**src/rtl/dnrt_pkg.sv**
```systemverilog
// Shared types, codes and defaults for the digest nonce replay table.
`timescale 1ns / 1ps
`default_nettype none

package dnrt_pkg;

    localparam int DEF_ENTRIES    = 64;
    localparam int DEF_COUNT_BITS = 64;

    localparam logic [15:0] TIMEOUT_RESET = 16'd60;
    localparam logic [15:0] EXPIRES_RESET = 16'd10;
    localparam logic [5:0]  REPLAYS_RESET = 6'd20;

    localparam int CFG_IDX_W  = 2;
    localparam int CFG_DATA_W = 16;

    localparam logic [CFG_IDX_W-1:0] CFG_TIMEOUT = 2'd0;
    localparam logic [CFG_IDX_W-1:0] CFG_EXPIRES = 2'd1;
    localparam logic [CFG_IDX_W-1:0] CFG_REPLAYS = 2'd2;

    localparam logic [1:0] REQ_ISSUE  = 2'd0;
    localparam logic [1:0] REQ_VERIFY = 2'd1;
    localparam logic [1:0] REQ_PRUNE  = 2'd2;

    localparam logic [2:0] STAT_ISSUED  = 3'd0;
    localparam logic [2:0] STAT_COLLIDE = 3'd1;
    localparam logic [2:0] STAT_FULL    = 3'd2;
    localparam logic [2:0] STAT_ACCEPT  = 3'd3;
    localparam logic [2:0] STAT_STALE   = 3'd4;
    localparam logic [2:0] STAT_REJECT  = 3'd5;
    localparam logic [2:0] STAT_PRUNED  = 3'd6;

    localparam logic [6:0] REMOVED_MAX = 7'd127;

    typedef struct packed {
        logic [1:0]  req_type;
        logic [31:0] nonce_key;
        logic [15:0] use_count;
        logic [31:0] now_secs;
    } in_t;

    typedef struct packed {
        logic [2:0] status;
        logic [6:0] removed_count;
    } out_t;

    typedef struct packed {
        logic [15:0] timeout_secs;
        logic [15:0] expires_secs;
        logic [5:0]  replays;
    } cfg_t;

    typedef enum logic [1:0] {
        S_CLEAR,
        S_IDLE,
        S_SCAN,
        S_FINISH
    } ctrl_state_t;

endpackage

`default_nettype wire

```
**src/rtl/dnrt_ctrl.sv**
```systemverilog
// Sequencer that walks the session table one entry a cycle for each request that needs a lookup.
`timescale 1ns / 1ps
`default_nettype none

module dnrt_ctrl
    import dnrt_pkg::*;
#(
    parameter int ENTRIES    = DEF_ENTRIES,
    parameter int COUNT_BITS = DEF_COUNT_BITS,
    parameter int AW         = $clog2(ENTRIES),
    parameter int EW         = COUNT_BITS + 65
) (
    input  wire logic          clk,
    input  wire logic          rst_n,
    input  wire logic          in_valid,
    output logic               in_ready,
    input  wire in_t           in_data,
    input  wire cfg_t          cfg,
    input  wire logic          res_take,
    output logic               res_valid,
    output out_t               res,
    output logic               ram_we,
    output logic [AW-1:0]      ram_waddr,
    output logic [EW-1:0]      ram_wdata,
    output logic               ram_re,
    output logic [AW-1:0]      ram_raddr,
    input  wire logic [EW-1:0] ram_rdata
);

    localparam int CW      = AW + 1;
    localparam int BW      = $clog2(COUNT_BITS);
    localparam int EXP_LSB = COUNT_BITS;
    localparam int KEY_LSB = COUNT_BITS + 32;
    localparam int VLD_BIT = COUNT_BITS + 64;

    ctrl_state_t           state_reg, state_next;
    in_t                   req_reg, req_next;
    logic [CW-1:0]         idx_reg, idx_next;
    logic                  data_vld_reg, data_vld_next;
    logic [AW-1:0]         data_idx_reg, data_idx_next;
    logic                  free_found_reg, free_found_next;
    logic [AW-1:0]         free_idx_reg, free_idx_next;
    logic [2:0]            status_reg, status_next;
    logic [6:0]            removed_reg, removed_next;

    logic                  rd_valid;
    logic [31:0]           rd_key;
    logic [31:0]           rd_expiry;
    logic [COUNT_BITS-1:0] rd_unused;
    logic [COUNT_BITS-1:0] new_unused;
    logic [31:0]           new_expiry;
    logic [BW-1:0]         bit_idx;
    logic [15:0]           limit;
    logic                  key_hit;
    logic                  last;

    assign rd_valid  = ram_rdata[VLD_BIT];
    assign rd_key    = ram_rdata[KEY_LSB +: 32];
    assign rd_expiry = ram_rdata[EXP_LSB +: 32];
    assign rd_unused = ram_rdata[COUNT_BITS-1:0];
    assign bit_idx   = req_reg.use_count[BW-1:0];
    assign key_hit   = rd_valid && (rd_key == req_reg.nonce_key);
    assign last      = data_idx_reg == AW'(ENTRIES - 1);
    assign limit     = ({10'd0, cfg.replays} > 16'(COUNT_BITS)) ? 16'(COUNT_BITS)
                                                              : {10'd0, cfg.replays};
    assign res       = '{status: status_reg, removed_count: removed_reg};

    always_ff @(posedge clk or negedge rst_n)
    begin
        if (!rst_n)
        begin
            state_reg      <= S_CLEAR;
            idx_reg        <= '0;
            data_vld_reg   <= 1'b0;
            free_found_reg <= 1'b0;
        end
        else
        begin
            state_reg      <= state_next;
            idx_reg        <= idx_next;
            data_vld_reg   <= data_vld_next;
            free_found_reg <= free_found_next;
        end
    end

    always_ff @(posedge clk)
    begin
        req_reg      <= req_next;
        data_idx_reg <= data_idx_next;
        free_idx_reg <= free_idx_next;
        status_reg   <= status_next;
        removed_reg  <= removed_next;
    end

    always_comb
    begin
        state_next      = state_reg;
        req_next        = req_reg;
        idx_next        = idx_reg;
        data_vld_next   = 1'b0;
        data_idx_next   = data_idx_reg;
        free_found_next = free_found_reg;
        free_idx_next   = free_idx_reg;
        status_next     = status_reg;
        removed_next    = removed_reg;
        in_ready        = 1'b0;
        res_valid       = 1'b0;
        ram_we          = 1'b0;
        ram_waddr       = data_idx_reg;
        ram_wdata       = ram_rdata;
        ram_re          = 1'b0;
        ram_raddr       = idx_reg[AW-1:0];
        new_unused      = rd_unused;
        new_expiry      = rd_expiry;

        unique case (state_reg)
            S_CLEAR:
            begin
                // Sweep every entry to invalid before taking requests
                ram_we    = 1'b1;
                ram_waddr = idx_reg[AW-1:0];
                ram_wdata = '0;
                idx_next  = idx_reg + CW'(1);
                if (idx_reg == CW'(ENTRIES - 1))
                begin
                    idx_next   = '0;
                    state_next = S_IDLE;
                end
            end

            S_IDLE:
            begin
                in_ready = 1'b1;
                if (in_valid)
                begin
                    req_next        = in_data;
                    idx_next        = '0;
                    free_found_next = 1'b0;
                    removed_next    = '0;
                    case (in_data.req_type)
                        REQ_ISSUE, REQ_PRUNE:
                        begin
                            state_next = S_SCAN;
                        end
                        REQ_VERIFY:
                        begin
                            if (in_data.use_count >= limit)
                            begin
                                status_next = STAT_STALE;
                                state_next  = S_FINISH;
                            end
                            else
                            begin
                                state_next = S_SCAN;
                            end
                        end
                        default:
                        begin
                            status_next = STAT_REJECT;
                            state_next  = S_FINISH;
                        end
                    endcase
                end
            end

            S_SCAN:
            begin
                // Issue the next read while the previous entry is evaluated
                if (idx_reg < CW'(ENTRIES))
                begin
                    ram_re        = 1'b1;
                    idx_next      = idx_reg + CW'(1);
                    data_vld_next = 1'b1;
                    data_idx_next = idx_reg[AW-1:0];
                end

                if (data_vld_reg)
                begin
                    case (req_reg.req_type)
                        REQ_ISSUE:
                        begin
                            if (key_hit)
                            begin
                                status_next   = STAT_COLLIDE;
                                state_next    = S_FINISH;
                                data_vld_next = 1'b0;
                            end
                            else
                            begin
                                if (!rd_valid && !free_found_reg)
                                begin
                                    free_found_next = 1'b1;
                                    free_idx_next   = data_idx_reg;
                                end
                                if (last)
                                begin
                                    state_next    = S_FINISH;
                                    data_vld_next = 1'b0;
                                    if (free_found_reg || !rd_valid)
                                    begin
                                        ram_we      = 1'b1;
                                        ram_waddr   = free_found_reg ? free_idx_reg
                                                                     : data_idx_reg;
                                        new_expiry  = req_reg.now_secs
                                                    + {16'd0, cfg.timeout_secs};
                                        ram_wdata   = {1'b1, req_reg.nonce_key, new_expiry,
                                                       {COUNT_BITS{1'b1}}};
                                        status_next = STAT_ISSUED;
                                    end
                                    else
                                    begin
                                        status_next = STAT_FULL;
                                    end
                                end
                            end
                        end

                        REQ_VERIFY:
                        begin
                            if (key_hit)
                            begin
                                state_next    = S_FINISH;
                                data_vld_next = 1'b0;
                                if (rd_unused[bit_idx])
                                begin
                                    // First use moves the expiry to the short lifetime
                                    if (rd_unused[0])
                                    begin
                                        new_unused[0] = 1'b0;
                                        new_expiry    = req_reg.now_secs
                                                      + {16'd0, cfg.expires_secs};
                                    end
                                    new_unused[bit_idx] = 1'b0;
                                    ram_we      = 1'b1;
                                    ram_wdata   = {1'b1, rd_key, new_expiry, new_unused};
                                    status_next = STAT_ACCEPT;
                                end
                                else
                                begin
                                    status_next = STAT_REJECT;
                                end
                            end
                            else if (last)
                            begin
                                status_next   = STAT_REJECT;
                                state_next    = S_FINISH;
                                data_vld_next = 1'b0;
                            end
                        end

                        default:
                        begin
                            if (rd_valid && (rd_expiry <= req_reg.now_secs))
                            begin
                                ram_we    = 1'b1;
                                ram_wdata = {1'b0, rd_key, rd_expiry, rd_unused};
                                if (removed_reg != REMOVED_MAX)
                                begin
                                    removed_next = removed_reg + 7'd1;
                                end
                            end
                            if (last)
                            begin
                                status_next = STAT_PRUNED;
                                state_next  = S_FINISH;
                            end
                        end
                    endcase
                end
            end

            S_FINISH:
            begin
                // Hold until the output register has room
                if (res_take)
                begin
                    res_valid  = 1'b1;
                    state_next = S_IDLE;
                end
            end

            default:
            begin
                state_next = S_IDLE;
            end
        endcase
    end

    a_no_rw_clash: assert property (@(posedge clk) disable iff (!rst_n)
        (ram_we && ram_re) |-> (ram_waddr != ram_raddr))
        else $error("table read and write collide on one entry");

    a_res_has_room: assert property (@(posedge clk) disable iff (!rst_n)
        res_valid |-> res_take)
        else $error("result delivered while output register is full");

    a_data_follows_read: assert property (@(posedge clk) disable iff (!rst_n)
        data_vld_reg |-> $past(ram_re))
        else $error("entry evaluated without a preceding read");

    a_removed_only_prune: assert property (@(posedge clk) disable iff (!rst_n)
        (res_valid && (res.removed_count != 7'd0)) |-> (res.status == STAT_PRUNED))
        else $error("removed count set on a request other than prune");

endmodule

`default_nettype wire

```
**config.mk**
```make
export PLATFORM = sky130hd
export DESIGN_NAME = dnrt_ctrl
export DESIGN_NICKNAME = d
export VERILOG_FILES = /design/src/rtl/dnrt_pkg.sv /design/src/rtl/dnrt_ctrl.sv
export SDC_FILE = /design/constraint.sdc
export NUM_CORES = 1
export LEC_CHECK = 0
export ABC_AREA = 1
export BUFFER_PORTS_ARGS = -buffer_cell sky130_fd_sc_hd__buf_2
export CAP_MARGIN = 20
export CORE_UTILIZATION = 30
export DETAILED_ROUTE_END_ITERATION = 7
export HOLD_SLACK_MARGIN = 0.15
export PLACE_DENSITY = 0.61
export SETUP_SLACK_MARGIN = 0.02
export SKIP_LAST_GASP = 1
export SYNTH_ARGS = -nofsm -noshare
export SYNTH_HDL_FRONTEND = slang
export SYNTH_SLANG_ARGS = --single-unit
```
**constraint.sdc**
```tcl
create_clock -name clk -period 2.75 [get_ports clk]
set_input_delay 0.275 -clock clk [delete_from_list [all_inputs] [get_ports clk]]
set_output_delay 0.275 -clock clk [all_outputs]
set_load 0.05 [all_outputs]
```
=== Word-level counts from Yosys, hierarchy flattened ===
Cells that the tools add are included.

* Bits in registers: 105
* Output and inout port bits: 155
* Word-level logic and storage cells: 155

* Add/sub/neg operators: 4
* $lt $le $gt $ge: 5
* Eq/ne operators: 26
* Mux-type cells: 83
* Bitwise gates (word level): 3
* Reductions and logical operators: 22

{| class="wikitable"
|+ Operators by type and width
! cell !! count
|-
| 129-bit 2-to-1 mux || 7
|-
| 129-bit case mux with 2 select lines || 2
|-
| 32-bit by 16-bit adder with 32-bit output || 2
|-
| 64-bit AND || 1
|-
| 64-bit inverter || 1
|-
| 7-bit 2-to-1 mux || 7
|-
| 6-bit 2-to-1 mux || 6
|-
| 32-bit == test || 1
|-
| 32-bit <= comparator || 1
|-
| 32-bit 2-to-1 mux || 1
|-
| 1-bit 2-to-1 mux || 30
|-
| 3-bit 2-to-1 mux || 9
|-
| 2-bit inequality test, second input constant || 12
|-
| 7-bit case mux with 3 select lines || 1
|-
| 3-bit case mux with 2 select lines || 3
|-
| 16-bit by 6-bit >= comparator with 1-bit output || 1
|-
| 2-bit 2-to-1 mux || 8
|-
| 7-bit by 1-bit adder with 7-bit output, second input constant || 2
|-
| 7-bit case mux with 2 select lines || 1
|-
| 4-bit inequality test, second input constant || 3
|-
| 6-bit case mux with 2 select lines || 1
|-
| 6-bit AND reduction || 2
|-
| 1-bit case mux with 2 select lines || 4
|-
| 2-bit case mux with 4 select lines || 1
|-
| 24 further kinds || 36
|}

=== Longest topological paths before layout ===
* Word-level depth: 13
* Mapped depth: 20

=== Worst setup path before layout ===
OpenSTA, ideal clock, no wires.

* Path kind: register to output
* Start: register req_reg[60] (netlist name)
* End: output ram_wdata[120]
* Arrival time: 2753 ps
* Data required time: 2475 ps
* Path slack: -278 ps
* Stages on the path, launching flop included: 14
* Path buffers: 2
* Cell sequence: edfxtp_1 > xnor2_1 > nand3_1 > nor2_1 > nand2_1 > nor2_1 > nand2_1 > nand2_1 > buf_4 > nor2_4 > inv_2 > buf_2 > nor2_1 > o21ai_0

* Longest elaborated chain between the ends: 6

{| class="wikitable"
|+ Ends and longest elaborated chain
! element !! line !! source
|-
| from (decl) || dnrt_ctrl.sv:37 || <nowiki>in_t req_reg, req_next;</nowiki>
|-
| from (signal assigned) || dnrt_ctrl.sv:88 || <nowiki>req_reg <= req_next;</nowiki>
|-
| 32-bit == test (*) || dnrt_ctrl.sv:62 || <nowiki>assign key_hit = rd_valid && (rd_key == req_reg.nonce_key);</nowiki>
|-
| 1-bit logical AND (*) || dnrt_ctrl.sv:62 ||
|-
| 129-bit 2-to-1 mux (on tied branches) || dnrt_ctrl.sv:220, dnrt_ctrl.sv:182 ||
|-
| 129-bit case mux with 2 select lines (*) || dnrt_ctrl.sv:179 || <nowiki>case (req_reg.req_type)</nowiki>
|-
| 129-bit 2-to-1 mux (*) || dnrt_ctrl.sv:177 || <nowiki>if (data_vld_reg)</nowiki>
|-
| 129-bit case mux with 2 select lines (*) || dnrt_ctrl.sv:116 || <nowiki>unique case (state_reg)</nowiki>
|-
| to (decl) || dnrt_ctrl.sv:24 || <nowiki>output logic [EW-1:0] ram_wdata,</nowiki>
|}

Every way passes the cells marked *; elsewhere a longest branch is shown, timed or not.

=== Final worst setup path ===
* Start: register req_reg[63] (netlist name)
* End: output ram_wdata[82]

Same word-level chain as after synthesis.

==> reports/qor.txt <==
antenna violations before repair -> 1
Reg2Reg Launch Point -> req_reg[3]
number of DRC markers in iteration 0 -> 1575
# H-tree levels -> 3
synthesized instance count -> 2351
maximum buffer depth of the clock tree -> 2
power per cell area -> 803 nW/um^2
arrival time of the worst setup path -> 3.00 ns
Synth top cells by count -> 811 x sky130_fd_sc_hd__nand2_1, 283 x sky130_fd_sc_hd__inv_1, 199 x sky130_fd_sc_hd__nor2_1, 179 x sky130_fd_sc_hd__a21oi_1, 175 x sky130_fd_sc_hd__o21ai_0
Critical Path Sink Type -> output pin
data required time of the critical path -> 2.48 ns
fill count -> 4654
highest clock rate -> 0.305 GHz
max-slew violation count -> 0
Post-Syn Nets -> 2683
post-synthesis sequential area ratio -> 22.4%
Main synth FF type -> sky130_fd_sc_hd__edfxtp_1
final-report hold violation count -> 0
Synth cell types -> 50
Remaining Overflow, GRT -> 0
total via count after detailed routing -> 18800
top sig layer -> met5
final clock period utilization by the worst path -> 119%
critical path class -> reg2out
estimated wirelength of the detail-placed design -> 51700 um
failing checks -> negative setup slack
detailed-routing iteration count for the pre-antenna-repair pass -> 6
worst clock skew on the final layout -> 0.0288 ns
run status -> finished with violations
startpoint type of the worst setup path -> flop
number of maximum-capacitance constraint violations -> 0
NumNets Final -> 3401
Starting Density -> 30.5%
count of final setup violators -> 143
Die ar. -> 47000 um^2
cell type contributing the most total cell area after synthesis -> sky130_fd_sc_hd__nand2_1
maximum number of pins on one net before global-route repair -> 62
TritonCTS buffer count -> 9
Worst VDD drop -> 0.683 mV
setup repair after global routing missed its margin -> yes
actual transition at the worst max-transition pin -> 0.600 ns
Port Buffers -> 407
insertion delay of the later-clocked pin in the worst-skew pair -> 0.41 ns
Met3 Wirelength -> 4810 um
clock tree from TritonCTS -> done
#FFs+latches synth -> 105
via count of the first global-routing pass -> 17900
minimum period implied by the final worst setup slack -> 3.28 ns
wire length of the first global-routing pass -> 101000 um
Hold Crit Class -> in2async
share of async-settable or async-resettable flops after synthesis -> 10.5%
synthesized area per cell -> 5.88 um^2
area of the mapped netlist -> 13800 um^2
layout overhead on the synthesized area -> 54.3%
max-slew headroom at the worst pin -> 60.0%
number of placed instances, taps included -> 3540
Worst R2R Path Depth -> 15
share of the synthesized area in the top cell type -> 22.0%
setup ws final -> -0.527 ns
Layout Cells excl Fill -> 3675
worst-case setup slack after placement -> -0.415 ns
CTS sink cnt -> 105
clock edge transition at the registers on the reported setup and hold paths -> 0.10 ns
number of placed I/O pins -> 408
total wirelength of the detailed-routed design -> 68700 um
number of enable-type register cells in the synthesized netlist -> 94
setup slack of the most critical reg-to-reg path -> -0.06 ns
Die Span X -> 217 um
Rows -> 78
dominant cell by count in the synthesized netlist -> sky130_fd_sc_hd__nand2_1
drt via density -> 5.11
largest fanout of any net on the critical path -> 8
CTS Root Buffer Type -> sky130_fd_sc_hd__clkbuf_16
max reg flops -> 66
overall track demand over capacity in global routing -> 27.7%
number of design rule violations left after detail routing -> 0
leakage power -> 0.0108 uW
placeable core area -> 45400 um^2
largest cells by area after synthesis -> sky130_fd_sc_hd__nand2_1 22%, sky130_fd_sc_hd__edfxtp_1 20%, sky130_fd_sc_hd__inv_1 7.7%
Die Height -> 217 um
worst r2r dst -> removed_reg[6]
Routed wire per std cell -> 18.7 um
synth warn -> 0
weighted congestion at the end of routability-driven global placement -> 0.969
routed length on met2 -> 32500 um
total routed wire length on the met1 layer -> 28900 um
share of post-route cells with drive strength above 1 -> 29.9%
Final ANT Viol Nets -> 0
per-stage QoR:
stage	hold WS [ns]	instance area (um^2)	TNS [ns]	util (%)	total power [uW]
2_1_floorplan	-0.0206	13800	-1.72	-	10300
3_3_place_gp	0.170	18600	-18.55	41.0	14400
3_5_place_dp	0.177	18600	-19.69	41.0	14500
4_1_cts	0.251	20400	-57.34	45.0	16600
5_1_grt	0.295	21300	-78.52	47.0	18100
6_report	0.272	21300	-52.38	47.0	17100
layer usage:
metal	GRT usage, %	vias to the layer above
met5	0	-
met4	10.7	2
met3	3.83	146
met2	47.2	915
met1	35.3	8583
li1	-	9149
layout by cell type (no fill, tap or decap), drive strengths merged, types with 4 or more instances in the layout:
cell type | Yosys | routed
nand3 | 123 | 123
dfrtp | 11 | 11
edfxtp | 94 | 94
clkinv | 2 | 4
nor2 | 208 | 208
o311ai | 5 | 5
o21a | 7 | 7
a21oi | 179 | 179
nor3 | 28 | 28
nand2 | 814 | 814
nand3b | 14 | 14
dlygate4sd3 | 0 | 73
nor4 | 8 | 8
o21ai | 261 | 261
clkbuf | 51 | 21
inv | 295 | 297
nand4 | 45 | 45
buf | 42 | 717
o211ai | 14 | 14
xor2 | 17 | 17
a22oi | 6 | 6
xnor2 | 21 | 21
ha | 77 | 77
kinds of logic (layout without fill, tap and decap cells):
family / Yosys count / count (layout) / share of synthesized area (%)
fa+ha+maj: 79 / 79 / 7.26
simple gates: 1252 / 1252 / 37.8
other cells: 0 / 1 / 0
flops: 105 / 105 / 22.4
xor+xnor: 38 / 38 / 2.41
compound gates: 487 / 487 / 18.6
buf+inv: 390 / 1113 / 11.6
worst max-delay path by stage:
stage	from	end	slack, ns
after global placement	bit_idx[0]	ram_wdata[49]	-0.38
final	req_reg[63]	ram_wdata[82]	-0.53
after CTS	req_reg[10]	ram_wdata[83]	-0.52
after global routing	req_reg[55]	ram_wdata[82]	-0.72
after floorplan	state_reg[0]	ram_wdata[100]	-0.06
after detailed placement	bit_idx[0]	ram_wdata[49]	-0.42
power breakdown:
part / internal [uW] / switching [uW]
Sequential: 2210 / 340
Clock: 659 / 762
Combinational: 4170 / 8980
Total: 7040 / 10100
area by class of cell:
class                      instances  area, um^2  share of cell area [%]
antenna                            1        2.50                  0.0117
clock buffer                      11         243                    1.14
clock inverter                     5        48.8                   0.229
inverter                         297        1130                    5.31
multi-input combinational       1856        9790                    45.9
sequential                       105        3100                    14.5
tap                              600         751                    3.52
timing repair buffer             800        6270                    29.4
what timing repair did:
| action | in CTS | in global routing |
|---|---|---|
| endpoints found under the hold margin | 83 | 0 |
| resized for setup | 155 | 154 |
| pin swaps | 16 | 41 |
| gates cloned | 6 | 11 |
| endpoints found under the setup margin | 143 | 143 |
| hold buffers | 73 | 0 |
| setup buffers | 9 | 20 |
critical path, cell delays in order, from the launching register on:
cell and delay, ns:
sky130_fd_sc_hd__edfxtp_1 0.43, sky130_fd_sc_hd__nand2_1 0.15, sky130_fd_sc_hd__nand2_1 0.07, sky130_fd_sc_hd__nor2_1 0.12, sky130_fd_sc_hd__nand2_1 0.08, sky130_fd_sc_hd__buf_4 0.14, sky130_fd_sc_hd__nor2_2 0.11, sky130_fd_sc_hd__nand3_1 0.10
sky130_fd_sc_hd__nor2_2 0.17, sky130_fd_sc_hd__buf_6 0.15, sky130_fd_sc_hd__nand2_4 0.07, sky130_fd_sc_hd__nor2_8 0.22, sky130_fd_sc_hd__buf_12 0.16, sky130_fd_sc_hd__nand3b_1 0.09, sky130_fd_sc_hd__nand3_1 0.12, sky130_fd_sc_hd__nand2_2 0.08
sky130_fd_sc_hd__nand2_1 0.06, sky130_fd_sc_hd__nand2_1 0.05, sky130_fd_sc_hd__nand2_1 0.08, sky130_fd_sc_hd__buf_6 0.16
(Power assumes the default switching activity.)
